## config.mk

```make
export PLATFORM = sky130hd
export DESIGN_NAME = linked_deque_engine_flat
export DESIGN_NICKNAME = d
export VERILOG_FILES = /design/src/hdl/lde_pkg.sv /design/src/hdl/lde_cmd_if.sv /design/src/hdl/lde_rsp_if.sv /design/src/hdl/lde_free_find.sv /design/src/hdl/lde_ctrl.sv /design/src/hdl/lde_datapath.sv /design/src/hdl/linked_deque_engine.sv /design/src/flat_wrapper.sv
export VERILOG_INCLUDE_DIRS = /design/src /design/src/hdl
export SDC_FILE = /design/constraint.sdc
export NUM_CORES = 2
export LEC_CHECK = 0
export ABC_CLOCK_PERIOD_IN_PS = 5760
export BUFFER_PORTS_ARGS = -buffer_cell sky130_fd_sc_hd__buf_4
export CORE_MARGIN = 3
export CORE_UTILIZATION = 63
export CTS_CLUSTER_DIAMETER = 40
export CTS_CLUSTER_SIZE = 12
export DETAILED_ROUTE_END_ITERATION = 12
export PLACE_DENSITY_LB_ADDON = 0.08
export SETUP_SLACK_MARGIN = 0.5
export SLEW_MARGIN = 20
export SYNTH_ARGS = -nofsm -noshare
export SYNTH_HDL_FRONTEND = slang
export SYNTH_SLANG_ARGS = --single-unit
```

## constraint.sdc

```tcl
create_clock -name clk -period 5.76 [get_ports clk]
set_input_delay 0.864 -clock clk [delete_from_list [all_inputs] [get_ports clk]]
set_output_delay 0.864 -clock clk [all_outputs]
set_load 0.01 [all_outputs]
```

## src/hdl/linked_deque_engine_assert.svh

```systemverilog
// Assertion macros shared by the linked deque engine RTL.
`ifndef LINKED_DEQUE_ENGINE_ASSERT_SVH
`define LINKED_DEQUE_ENGINE_ASSERT_SVH

// Check that cons holds in the same cycle as ante (clk and rst of the enclosing module).
`define LDE_ASSERT_IMP(lbl, ante, cons) \
  lbl: assert property (@(posedge clk) disable iff (rst) (ante) |-> (cons)) \
    else $error("linked deque engine: check failed");

// Check that cons holds in the cycle after ante.
`define LDE_ASSERT_NXT(lbl, ante, cons) \
  lbl: assert property (@(posedge clk) disable iff (rst) (ante) |=> (cons)) \
    else $error("linked deque engine: check failed");

`endif

```

## src/hdl/lde_pkg.sv

```systemverilog
// Shared codes, widths and controller/datapath link types for the linked deque engine.
`default_nettype none

package lde_pkg;

  localparam int CMD_W    = 3;
  localparam int WORD_W   = 32;
  localparam int HANDLE_W = 6;
  localparam int STATUS_W = 2;
  localparam int COUNT_W  = 7;

  localparam logic [CMD_W-1:0] CMD_PUSH_TAIL = 3'd0;
  localparam logic [CMD_W-1:0] CMD_PUSH_HEAD = 3'd1;
  localparam logic [CMD_W-1:0] CMD_POP_TAIL  = 3'd2;
  localparam logic [CMD_W-1:0] CMD_POP_HEAD  = 3'd3;
  localparam logic [CMD_W-1:0] CMD_REMOVE    = 3'd4;
  localparam logic [CMD_W-1:0] CMD_CLEAR     = 3'd5;

  localparam logic [STATUS_W-1:0] ST_OK    = 2'd0;
  localparam logic [STATUS_W-1:0] ST_EMPTY = 2'd1;
  localparam logic [STATUS_W-1:0] ST_FULL  = 2'd2;
  localparam logic [STATUS_W-1:0] ST_BAD   = 2'd3;

  // Datapath status seen by the controller.
  typedef struct packed {
    logic [CMD_W-1:0] cmd;
    logic             empty;
    logic             full;
    logic             bad_handle;
    logic             single;
    logic             at_head;
    logic             at_tail;
    logic             rsp_free;
  } dp_stat_t;

  // Controller commands to the datapath.
  typedef struct packed {
    logic                load_item;
    logic                start_read;
    logic                do_push;
    logic                do_clear;
    logic                status_load;
    logic [STATUS_W-1:0] status_code;
    logic                unlink;
    logic                unlink_single;
    logic                unlink_head;
    logic                unlink_tail;
    logic                unlink_mid;
    logic                fetch_head;
    logic                fetch_tail;
    logic                emit;
  } ctl_cmd_t;

endpackage

`default_nettype wire

```

## src/hdl/lde_cmd_if.sv

```systemverilog
// Command channel of the linked deque engine.
`default_nettype none

interface lde_cmd_if;
  logic                        valid;
  logic                        ready;
  logic [lde_pkg::CMD_W-1:0]    command;
  logic [lde_pkg::WORD_W-1:0]   data_word;
  logic [lde_pkg::HANDLE_W-1:0] slot_handle;

  modport source (output valid, command, data_word, slot_handle, input ready);
  modport sink   (input valid, command, data_word, slot_handle, output ready);
endinterface

`default_nettype wire

```

## src/hdl/lde_rsp_if.sv

```systemverilog
// Result channel of the linked deque engine.
`default_nettype none

interface lde_rsp_if;
  logic                        valid;
  logic                        ready;
  logic [lde_pkg::STATUS_W-1:0] status;
  logic [lde_pkg::WORD_W-1:0]   out_word;
  logic [lde_pkg::HANDLE_W-1:0] out_slot;
  logic [lde_pkg::COUNT_W-1:0]  entry_count;
  logic [lde_pkg::WORD_W-1:0]   head_word;
  logic [lde_pkg::WORD_W-1:0]   tail_word;

  modport source (output valid, status, out_word, out_slot, entry_count, head_word,
                  tail_word, input ready);
  modport sink   (input valid, status, out_word, out_slot, entry_count, head_word,
                  tail_word, output ready);
endinterface

`default_nettype wire

```

## src/hdl/lde_free_find.sv

```systemverilog
// Lowest free slot finder: binary tree over the in-use bitmap, result registered.
`default_nettype none

module lde_free_find #(
  parameter int NODE_DEPTH = 64
) (
  input  logic                          clk,
  input  logic                          rst,
  input  logic [NODE_DEPTH-1:0]         in_use,
  output logic                          free_any,
  output logic [$clog2(NODE_DEPTH)-1:0] free_slot
);

  localparam int AW    = $clog2(NODE_DEPTH);
  localparam int LEAFS = 1 << AW;
  localparam int NODES = 2 * LEAFS - 1;

  logic          node_v [NODES];
  logic [AW-1:0] node_i [NODES];

  for (genvar i = 0; i < LEAFS; i++) begin : g_leaf
    if (i < NODE_DEPTH) begin : g_real
      assign node_v[LEAFS-1+i] = ~in_use[i];
    end else begin : g_pad
      assign node_v[LEAFS-1+i] = 1'b0;
    end
    assign node_i[LEAFS-1+i] = AW'(i);
  end

  // Prefer the left (lower) child.
  for (genvar n = 0; n < LEAFS - 1; n++) begin : g_node
    assign node_v[n] = node_v[2*n+1] | node_v[2*n+2];
    assign node_i[n] = node_v[2*n+1] ? node_i[2*n+1] : node_i[2*n+2];
  end

  always_ff @(posedge clk) begin
    if (rst) begin
      free_any <= 1'b0;
    end else begin
      free_any <= node_v[0];
    end
    free_slot <= node_i[0];
  end

endmodule

`default_nettype wire

```

## src/hdl/lde_ctrl.sv

```systemverilog
// Command sequencer of the linked deque engine.
`default_nettype none

module lde_ctrl (
  input  logic              clk,
  input  logic              rst,
  input  logic              cmd_valid,
  output logic              cmd_ready,
  input  lde_pkg::dp_stat_t stat,
  output lde_pkg::ctl_cmd_t ctl
);

  localparam logic [2:0] S_IDLE  = 3'd0;
  localparam logic [2:0] S_EXEC  = 3'd1;
  localparam logic [2:0] S_LINK  = 3'd2;
  localparam logic [2:0] S_FETCH = 3'd3;
  localparam logic [2:0] S_DONE  = 3'd4;

  logic [2:0] state;
  logic [2:0] state_next;
  logic       side_head;
  logic       side_head_next;

  always_comb begin
    ctl            = '0;
    state_next     = state;
    side_head_next = side_head;
    cmd_ready      = (state == S_IDLE);
    case (state)
      S_IDLE: begin
        if (cmd_valid) begin
          ctl.load_item = 1'b1;
          state_next    = S_EXEC;
        end
      end
      S_EXEC: begin
        ctl.status_load = 1'b1;
        ctl.status_code = lde_pkg::ST_OK;
        state_next      = S_DONE;
        case (stat.cmd)
          lde_pkg::CMD_PUSH_TAIL, lde_pkg::CMD_PUSH_HEAD: begin
            if (stat.full) ctl.status_code = lde_pkg::ST_FULL;
            else ctl.do_push = 1'b1;
          end
          lde_pkg::CMD_POP_TAIL, lde_pkg::CMD_POP_HEAD: begin
            if (stat.empty) begin
              ctl.status_code = lde_pkg::ST_EMPTY;
            end else begin
              ctl.start_read = 1'b1;
              state_next     = S_LINK;
            end
          end
          lde_pkg::CMD_REMOVE: begin
            if (stat.bad_handle) begin
              ctl.status_code = lde_pkg::ST_BAD;
            end else begin
              ctl.start_read = 1'b1;
              state_next     = S_LINK;
            end
          end
          lde_pkg::CMD_CLEAR: ctl.do_clear = 1'b1;
          default: ;
        endcase
      end
      S_LINK: begin
        ctl.unlink = 1'b1;
        if (stat.single) begin
          ctl.unlink_single = 1'b1;
          state_next        = S_DONE;
        end else if (stat.at_head) begin
          ctl.unlink_head = 1'b1;
          side_head_next  = 1'b1;
          state_next      = S_FETCH;
        end else if (stat.at_tail) begin
          ctl.unlink_tail = 1'b1;
          side_head_next  = 1'b0;
          state_next      = S_FETCH;
        end else begin
          ctl.unlink_mid = 1'b1;
          state_next     = S_DONE;
        end
      end
      S_FETCH: begin
        ctl.fetch_head = side_head;
        ctl.fetch_tail = ~side_head;
        state_next     = S_DONE;
      end
      S_DONE: begin
        if (stat.rsp_free) begin
          ctl.emit   = 1'b1;
          state_next = S_IDLE;
        end
      end
      default: state_next = S_IDLE;
    endcase
  end

  always_ff @(posedge clk) begin
    if (rst) begin
      state     <= S_IDLE;
      side_head <= 1'b0;
    end else begin
      state     <= state_next;
      side_head <= side_head_next;
    end
  end

endmodule

`default_nettype wire

```

## src/hdl/lde_datapath.sv

```systemverilog
// Node store, list registers and result register of the linked deque engine.
`default_nettype none

module lde_datapath #(
  parameter int NODE_DEPTH = 64,
  parameter int WORD_WIDTH = 32
) (
  input  logic                         clk,
  input  logic                         rst,
  input  lde_pkg::ctl_cmd_t            ctl,
  output lde_pkg::dp_stat_t            stat,
  input  logic [lde_pkg::CMD_W-1:0]    command,
  input  logic [lde_pkg::WORD_W-1:0]   data_word,
  input  logic [lde_pkg::HANDLE_W-1:0] slot_handle,
  input  logic                         rsp_ready,
  output logic                         rsp_valid,
  output logic [lde_pkg::STATUS_W-1:0] status,
  output logic [lde_pkg::WORD_W-1:0]   out_word,
  output logic [lde_pkg::HANDLE_W-1:0] out_slot,
  output logic [lde_pkg::COUNT_W-1:0]  entry_count,
  output logic [lde_pkg::WORD_W-1:0]   head_word,
  output logic [lde_pkg::WORD_W-1:0]   tail_word
);

  localparam int AW = $clog2(NODE_DEPTH);
  localparam int CW = $clog2(NODE_DEPTH + 1);
  localparam int SW = (WORD_WIDTH < lde_pkg::WORD_W) ? WORD_WIDTH : lde_pkg::WORD_W;

  // Stores: written and read in clocked blocks only.
  logic [SW-1:0] val_mem  [NODE_DEPTH];
  logic [AW-1:0] next_mem [NODE_DEPTH];
  logic [AW-1:0] prev_mem [NODE_DEPTH];

  logic [lde_pkg::CMD_W-1:0]    cmd_q;
  logic [SW-1:0]                word_q;
  logic [lde_pkg::HANDLE_W-1:0] handle_q;
  logic [AW-1:0]                head;
  logic [AW-1:0]                tail;
  logic [CW-1:0]                count;
  logic [SW-1:0]                head_val;
  logic [SW-1:0]                tail_val;
  logic [NODE_DEPTH-1:0]        in_use;
  logic [AW-1:0]                tgt;
  logic [lde_pkg::STATUS_W-1:0] status_q;
  logic [SW-1:0]                oword_q;
  logic [AW-1:0]                oslot_q;
  logic [SW-1:0]                val_rd;
  logic [AW-1:0]                next_rd;
  logic [AW-1:0]                prev_rd;

  logic          free_any;
  logic [AW-1:0] free_slot;
  logic [AW-1:0] tgt_sel;
  logic [AW-1:0] handle_idx;
  logic          handle_in_range;
  logic          list_empty;
  logic [AW-1:0] val_raddr;
  logic          next_we;
  logic [AW-1:0] next_wa;
  logic [AW-1:0] next_wd;
  logic          prev_we;
  logic [AW-1:0] prev_wa;
  logic [AW-1:0] prev_wd;
  logic          push_tail;

  lde_free_find #(
    .NODE_DEPTH (NODE_DEPTH)
  ) u_free (
    .clk       (clk),
    .rst       (rst),
    .in_use    (in_use),
    .free_any  (free_any),
    .free_slot (free_slot)
  );

  assign handle_idx      = AW'(handle_q);
  assign handle_in_range = 32'(handle_q) < 32'(NODE_DEPTH);
  assign list_empty      = (count == '0);
  assign push_tail       = (cmd_q == lde_pkg::CMD_PUSH_TAIL);

  always_comb begin
    case (cmd_q)
      lde_pkg::CMD_POP_TAIL: tgt_sel = tail;
      lde_pkg::CMD_POP_HEAD: tgt_sel = head;
      default:               tgt_sel = handle_idx;
    endcase
  end

  always_comb begin
    stat.cmd        = cmd_q;
    stat.empty      = list_empty;
    stat.full       = ~free_any;
    stat.bad_handle = ~handle_in_range | ~in_use[handle_idx];
    stat.single     = (count <= CW'(1)) | ((tgt == head) & (tgt == tail));
    stat.at_head    = (tgt == head);
    stat.at_tail    = (tgt == tail);
    stat.rsp_free   = ~rsp_valid | rsp_ready;
  end

  // Link writes: a push splices at one end, a middle unlink bridges the neighbours.
  always_comb begin
    next_we = 1'b0;
    next_wa = free_slot;
    next_wd = head;
    prev_we = 1'b0;
    prev_wa = free_slot;
    prev_wd = tail;
    if (ctl.do_push && !list_empty) begin
      next_we = 1'b1;
      prev_we = 1'b1;
      if (push_tail) begin
        next_wa = tail;
        next_wd = free_slot;
        prev_wa = free_slot;
        prev_wd = tail;
      end else begin
        next_wa = free_slot;
        next_wd = head;
        prev_wa = head;
        prev_wd = free_slot;
      end
    end else if (ctl.unlink_mid) begin
      next_we = 1'b1;
      next_wa = prev_rd;
      next_wd = next_rd;
      prev_we = 1'b1;
      prev_wa = next_rd;
      prev_wd = prev_rd;
    end
  end

  always_comb begin
    if (ctl.unlink_head)      val_raddr = next_rd;
    else if (ctl.unlink_tail) val_raddr = prev_rd;
    else                      val_raddr = tgt_sel;
  end

  always_ff @(posedge clk) begin
    if (ctl.do_push) val_mem[free_slot] <= word_q;
    val_rd <= val_mem[val_raddr];
    if (next_we) next_mem[next_wa] <= next_wd;
    if (prev_we) prev_mem[prev_wa] <= prev_wd;
    if (ctl.start_read) begin
      next_rd <= next_mem[tgt_sel];
      prev_rd <= prev_mem[tgt_sel];
    end
  end

  // Payload registers.
  always_ff @(posedge clk) begin
    if (ctl.load_item) begin
      cmd_q    <= command;
      word_q   <= data_word[SW-1:0];
      handle_q <= slot_handle;
    end
    if (ctl.start_read) tgt <= tgt_sel;
    if (ctl.status_load) begin
      status_q <= ctl.status_code;
      oword_q  <= '0;
      oslot_q  <= ctl.do_push ? free_slot : '0;
    end
    if (ctl.do_push) begin
      if (list_empty) begin
        head_val <= word_q;
        tail_val <= word_q;
      end else if (push_tail) begin
        tail_val <= word_q;
      end else begin
        head_val <= word_q;
      end
    end
    if (ctl.unlink) begin
      oword_q <= val_rd;
      oslot_q <= tgt;
    end
    if (ctl.fetch_head) head_val <= val_rd;
    if (ctl.fetch_tail) tail_val <= val_rd;
    if (ctl.emit) begin
      status      <= status_q;
      out_word    <= lde_pkg::WORD_W'(oword_q);
      out_slot    <= lde_pkg::HANDLE_W'(oslot_q);
      entry_count <= lde_pkg::COUNT_W'(count);
      head_word   <= list_empty ? '0 : lde_pkg::WORD_W'(head_val);
      tail_word   <= list_empty ? '0 : lde_pkg::WORD_W'(tail_val);
    end
  end

  // List control state.
  always_ff @(posedge clk) begin
    if (rst) begin
      head      <= '0;
      tail      <= '0;
      count     <= '0;
      in_use    <= '0;
      rsp_valid <= 1'b0;
    end else begin
      if (ctl.do_push) begin
        in_use[free_slot] <= 1'b1;
        count             <= count + CW'(1);
        if (list_empty) begin
          head <= free_slot;
          tail <= free_slot;
        end else if (push_tail) begin
          tail <= free_slot;
        end else begin
          head <= free_slot;
        end
      end
      if (ctl.do_clear) begin
        in_use <= '0;
        head   <= '0;
        tail   <= '0;
        count  <= '0;
      end
      if (ctl.unlink) begin
        in_use[tgt] <= 1'b0;
        count       <= count - CW'(1);
      end
      if (ctl.unlink_single) begin
        head <= '0;
        tail <= '0;
      end
      if (ctl.unlink_head) head <= next_rd;
      if (ctl.unlink_tail) tail <= prev_rd;
      if (ctl.emit)           rsp_valid <= 1'b1;
      else if (rsp_ready)     rsp_valid <= 1'b0;
    end
  end

endmodule

`default_nettype wire

```

## src/hdl/linked_deque_engine.sv

```systemverilog
// Top level of the linked deque engine: sequencer, datapath and checks.
`default_nettype none

`include "linked_deque_engine_assert.svh"

// A doubly linked list of data words held in a store of NODE_DEPTH slots, driven
// by one command per transfer on cmd and answered by exactly one transfer on rsp.
// Push at tail or head takes the lowest free slot and returns it in out_slot; pop
// at tail or head and remove-by-slot return the unlinked word and slot; clear
// frees every slot at once. Failed commands (pop on empty, push when full, remove
// of a free or out-of-range slot) leave the list as it was and say so in status.
// Every result carries the node count and the words at head and tail (zero when
// the list is empty). One command is in flight at a time and cmd.ready is high
// only while the block is idle. A push, clear, failed or unused command passes
// through the exec and done states only; a remove from the middle of the list or
// a pop or remove of the only node adds the link state, and a pop or a remove at
// either end of a longer list adds the fetch state too. These come from the
// registered read ports of the node store: unlinking an end node first reads its
// link, then reads the word of the new end node. The result register frees the
// sequencer as soon as it is loaded; a held result only delays the next command's
// completion, not its acceptance. Word storage is WORD_WIDTH bits (at most 32 are
// kept); node words and links have no reset and are only used for slots in use.

module linked_deque_engine #(
  parameter int NODE_DEPTH = 64,
  parameter int WORD_WIDTH = 32
) (
  input  logic      clk,
  input  logic      rst,
  lde_cmd_if.sink   cmd,
  lde_rsp_if.source rsp
);

  // Low bits of the count as reported when the store is full.
  localparam logic [lde_pkg::COUNT_W-1:0] FULL_COUNT = lde_pkg::COUNT_W'(NODE_DEPTH);

  lde_pkg::ctl_cmd_t ctl;
  lde_pkg::dp_stat_t stat;

  // Sequence each command: decide, unlink, refetch the end word, hand over.
  lde_ctrl u_ctrl (
    .clk       (clk),
    .rst       (rst),
    .cmd_valid (cmd.valid),
    .cmd_ready (cmd.ready),
    .stat      (stat),
    .ctl       (ctl)
  );

  // Hold the node store, the list ends and the result register.
  lde_datapath #(
    .NODE_DEPTH (NODE_DEPTH),
    .WORD_WIDTH (WORD_WIDTH)
  ) u_dp (
    .clk         (clk),
    .rst         (rst),
    .ctl         (ctl),
    .stat        (stat),
    .command     (cmd.command),
    .data_word   (cmd.data_word),
    .slot_handle (cmd.slot_handle),
    .rsp_ready   (rsp.ready),
    .rsp_valid   (rsp.valid),
    .status      (rsp.status),
    .out_word    (rsp.out_word),
    .out_slot    (rsp.out_slot),
    .entry_count (rsp.entry_count),
    .head_word   (rsp.head_word),
    .tail_word   (rsp.tail_word)
  );

  // A full report must come with a full store.
  `LDE_ASSERT_IMP(a_full_count, rsp.valid && rsp.status == lde_pkg::ST_FULL, rsp.entry_count == FULL_COUNT)
  // An empty report carries no word and an empty count.
  `LDE_ASSERT_IMP(a_empty_word, rsp.valid && rsp.status == lde_pkg::ST_EMPTY, rsp.entry_count == '0 && rsp.out_word == '0)
  // An empty list shows zero at both ends.
  `LDE_ASSERT_IMP(a_empty_ends, rsp.valid && rsp.entry_count == '0, rsp.head_word == '0 && rsp.tail_word == '0)
  // Drop ready once a command is taken: one command in flight.
  `LDE_ASSERT_NXT(a_one_cmd, cmd.valid && cmd.ready, !cmd.ready)

endmodule

`default_nettype wire
```

## src/flat_wrapper.sv

```systemverilog
// flat-port wrapper written by rule: the top's interface ports become plain ports
module linked_deque_engine_flat 
#(
  parameter int NODE_DEPTH = 64,
  parameter int WORD_WIDTH = 32
)
  (clk, rst, cmd_valid, cmd_command, cmd_data_word, cmd_slot_handle, cmd_ready, rsp_valid, rsp_status, rsp_out_word, rsp_out_slot, rsp_entry_count, rsp_head_word, rsp_tail_word, rsp_ready);
  lde_cmd_if cmd_i ();
  lde_rsp_if rsp_i ();
  input  logic clk;
  input  logic rst;
  input wire logic [$bits(cmd_i.valid)-1:0] cmd_valid;
  input wire logic [$bits(cmd_i.command)-1:0] cmd_command;
  input wire logic [$bits(cmd_i.data_word)-1:0] cmd_data_word;
  input wire logic [$bits(cmd_i.slot_handle)-1:0] cmd_slot_handle;
  output wire logic [$bits(cmd_i.ready)-1:0] cmd_ready;
  output wire logic [$bits(rsp_i.valid)-1:0] rsp_valid;
  output wire logic [$bits(rsp_i.status)-1:0] rsp_status;
  output wire logic [$bits(rsp_i.out_word)-1:0] rsp_out_word;
  output wire logic [$bits(rsp_i.out_slot)-1:0] rsp_out_slot;
  output wire logic [$bits(rsp_i.entry_count)-1:0] rsp_entry_count;
  output wire logic [$bits(rsp_i.head_word)-1:0] rsp_head_word;
  output wire logic [$bits(rsp_i.tail_word)-1:0] rsp_tail_word;
  input wire logic [$bits(rsp_i.ready)-1:0] rsp_ready;
  assign cmd_i.valid = cmd_valid;
  assign cmd_i.command = cmd_command;
  assign cmd_i.data_word = cmd_data_word;
  assign cmd_i.slot_handle = cmd_slot_handle;
  assign cmd_ready = cmd_i.ready;
  assign rsp_valid = rsp_i.valid;
  assign rsp_status = rsp_i.status;
  assign rsp_out_word = rsp_i.out_word;
  assign rsp_out_slot = rsp_i.out_slot;
  assign rsp_entry_count = rsp_i.entry_count;
  assign rsp_head_word = rsp_i.head_word;
  assign rsp_tail_word = rsp_i.tail_word;
  assign rsp_i.ready = rsp_ready;
  linked_deque_engine #(.NODE_DEPTH(NODE_DEPTH), .WORD_WIDTH(WORD_WIDTH)) u_core (.clk(clk), .rst(rst), .cmd(cmd_i), .rsp(rsp_i));
endmodule
```

==> metrics.md <==
| Metric | Value |
|---|---|
| Status | finished clean |
| Max-cap violations | 0 |
| Setup-failing EPs final | 0 |
| Via density | 6.63 |
| Hold WS | 65.6 ps |
| CTS Buf Count | 420 |
| Post-synth top area cell | edfxtp_1 |
| Clock Skews | 53.2 ps |
| Via count | 79,700 |
| Fin nets | 9,084 |
| Starting DRT DRC Count | 11,900 |
| Max FO, Critical Path | 78 |
| Unrepaired setup endpoints after global routing | true |
| Pins Over Slew Limit | 0 |
| Post-synth ARST share | 0 |
| Crit-path slowest cell | o32ai_1 |
| Remaining Overflow, GRT | 0 |
| Ratio of cells with drive above 1 in the final layout | 0.173 |
| Yosys warns | 0 |
| Dpl hpwl | 204 mm |
| Clk slew on worst S/H paths | 60 ps |
| Placer Congestion | 0.910 |
| Crit. End Element | flip-flop |
| Mapped Avg Cell Area | 14.7 um^2 |
| Hold crit path type | input port to flip-flop |
| Startpoint types | flip-flop |
| First-pass GRT wire length | 524 mm |
| Drt pass-1 iters | 8 |
| Period utilisation layout | 0.895 |
| Worst-Margin Slew | 1150 ps |
| Max_slew headroom | 0.236 |
| Top Ports | 158 |
| Syn Nets | 8,730 |
| Fin crit period | 5160 ps |
| Number of remaining DRC errors | 0 |
| H-tree Lvls | 5 |
| Skew-Pair Late Insertion Delay | 1000 ps |
| Design area | 147,000 um^2 |
| Total count of hold-check failures in the final report | 0 |
| Number of synthesized flops with an enable pin | 3,090 |
| Most frequent cell after synthesis | edfxtp_1 |
| Core box area | 200,000 um^2 |
| Cell variety after synth | 83 |
| Synthesized area | 127,000 um^2 |
| Synth top area share | 0.729 |
| Port Buf Inserts | 157 |
| Largest net degree at the start of global routing | 142 |
| DIE HEIGHT | 456 um |
| Synth Flop Type | edfxtp_1 |
| Synthesis-stage register bit count | 3,217 |
| CTS tree | done |
| Total power | 55.6 mW |
| Synth top area cells | edfxtp_1 73%, nand2_1 5.4%, mux4_2 3.8% |
| Lkg Pwr | 50.5 nW |
| Placed instance area | 133,000 um^2 |
| Cell count after synthesis | 8,681 |
| Die extent in x | 456 um |
| Max Freq | 194 MHz |
| Post-route antenna net violation count | 0 |
| Max incr delay on CP | 540 ps |
| CTS Sinks | 3,217 |
| Critical Path RT | 6660 ps |
| Setup CP Type | flip-flop to flip-flop |
| Crit-path cells | ha_1, o21ba_2, o31a_1, buf_4, nand3_1, o2111ai_1, and2_4, buf_12, buf_12, buf_12, mux2i_1, o221a_2, o221a_2, o32ai_1, a32oi_2, nor2_1 |
| Maximum vdd drop | 0.000409 V |
| Die area | 208,000 um^2 |
| CP top delay family | compound AO/OA/AOI/OAI gates |
| Max Root-Sink Buffers | 4 |
| Crit path DAT | 6060 ps |
| All-layer global routing usage | 0.344 |
| Most frequent CP cell | buf_12 |
| Seq/Total Area, Yosys | 0.749 |
| Row count | 164 |
| Via count of the first global-routing pass | 78,400 |
| Initial Utilization | 0.636 |
| Buf+Inv Stages, Crit Path | 4 |
| Average wire per standard cell | 30.0 um |
| Initial antenna violation count | 5 |
| Drt total wl | 361 mm |
| Layout area overhead | 15.5% |
| Synth top cells by count | 3,090 x edfxtp_1, 1,847 x nand2_1, 611 x a21oi_1 |
| Clock root cell | clkbuf_16 |
| Setup TNS | 0 ps |
| PD cells | 378 nW/um^2 |
[path summary, 6_finish.rpt]
check	start	endpoint	slack [ps]	cells after the start
max	u_core.u_dp.count[0]	u_core.u_dp.val_rd[30]	600	16
min	cmd_slot_handle[4]	u_core.u_dp.handle_idx[4]	70	1
max reg2reg	u_core.u_dp.count[0]	u_core.u_dp.val_rd[30]	600	16
min reg2reg	u_core.u_dp.oword_q[1]	u_core.u_dp.out_word[1]	410	0
[metal layers]
layer,share of wire,wire length (um),global-route usage,vias to the layer above
met5,0.000036,13,0,-
met4,0.065,23500,0.201,2
met3,0.10,37000,0.0610,1001
met2,0.48,172000,0.544,5158
met1,0.36,128000,0.455,39900
li1,-,-,-,33600
[layout by cell type, fill, tap and decap left out, drive strengths merged, types with 25 or more instances in the layout]
master / n
edfxtp: 3090
nand2: 1850
a21oi: 611
clkbuf: 470
buf: 457
nand3: 423
nor2: 385
mux2i: 259
mux4: 213
o21ai: 185
dfxtp: 127
nor3: 124
clkinv: 122
and2: 102
a31oi: 96
o221a: 85
mux2: 70
inv: 67
o221ai: 65
bufinv: 58
clkinvlp: 51
o22ai: 43
and3: 36
nand4: 31
a211oi: 25
a32oi: 25
[what timing repair did]
item                                    in CTS  in global routing
endpoints found under the hold margin        4                  0
endpoints found under the setup margin       1                347
pin swaps                                    0                  1
hold buffers                                 4                  0
resized for setup                            1                  7
buffers inserted                             0                  6
[power by group]
| part | leakage [nW] | switching, mW | total, mW | internal [mW] |
|---|---|---|---|---|
| Combinational | 14.7 | 2.38 | 3.41 | 1.02 |
| Sequential | 29.1 | 0.236 | 26.0 | 25.8 |
| Clock | 6.75 | 9.92 | 26.2 | 16.2 |
[through the flow]
step / worst slack [ps] / util / instances
6_report: 604 / 0.734 / 12000
5_1_grt: 475 / 0.734 / 12000
4_1_cts: 586 / 0.734 / 12000
3_5_place_dp: 554 / 0.663 / 11300
3_3_place_gp: 675 / 0.663 / 11300
2_1_floorplan: 1550 / - / 8681
[cells by family (layout without fill, tap and decap cells)]
logic type                 Yosys count  count (layout)  share of synthesized area
muxes                              542             542                     0.0642
other                                0               3                          0
xor gates and xnor gates            17              17                    0.00117
buffers and inverters              561            1229                     0.0196
and+or+nand+nor                   3029            3029                      0.100
adders and majority gates            4               4                   0.000393
AOI/OAI and AO/OA                 1311            1311                     0.0657
DFF                               3217            3217                      0.749
[cell type report]
class	count	area (um^2)
tap	2656	3320
inverter	32	125
timing repair buffer	461	4040
antenna	3	7.51
clock buffer	470	10900
sequential	3217	95300
clock inverter	266	3230
fill	12200	53200
multi-input combinational	4903	30200
[state kept, by name, indices dropped and copies added (netlist names), 6 cells and up]
register,cells
u_core.u_dp.prev_mem,384
u_core.u_dp.tgt,6
u_core.u_dp.val_mem,2048
u_core.u_dp.count,7
u_core.u_dp.out_word,32
u_core.u_dp.tail_val,32
u_core.u_dp.word_q,32
u_core.u_dp.tail,6
u_core.u_dp.oslot_q,6
u_core.u_dp.u_free.free_slot,6
u_core.u_dp.tail_word,32
u_core.u_dp.handle_idx,6
u_core.u_dp.out_slot,6
u_core.u_dp.head,6
u_core.u_dp.head_val,32
u_core.u_dp.in_use,64
u_core.u_dp.next_mem,384
u_core.u_dp.oword_q,32
u_core.u_dp.entry_count,7
u_core.u_dp.head_word,32
u_core.u_dp.prev_rd,6
u_core.u_dp.next_rd,6
u_core.u_dp.val_rd,32
Power figures use the tool's default switching activity.
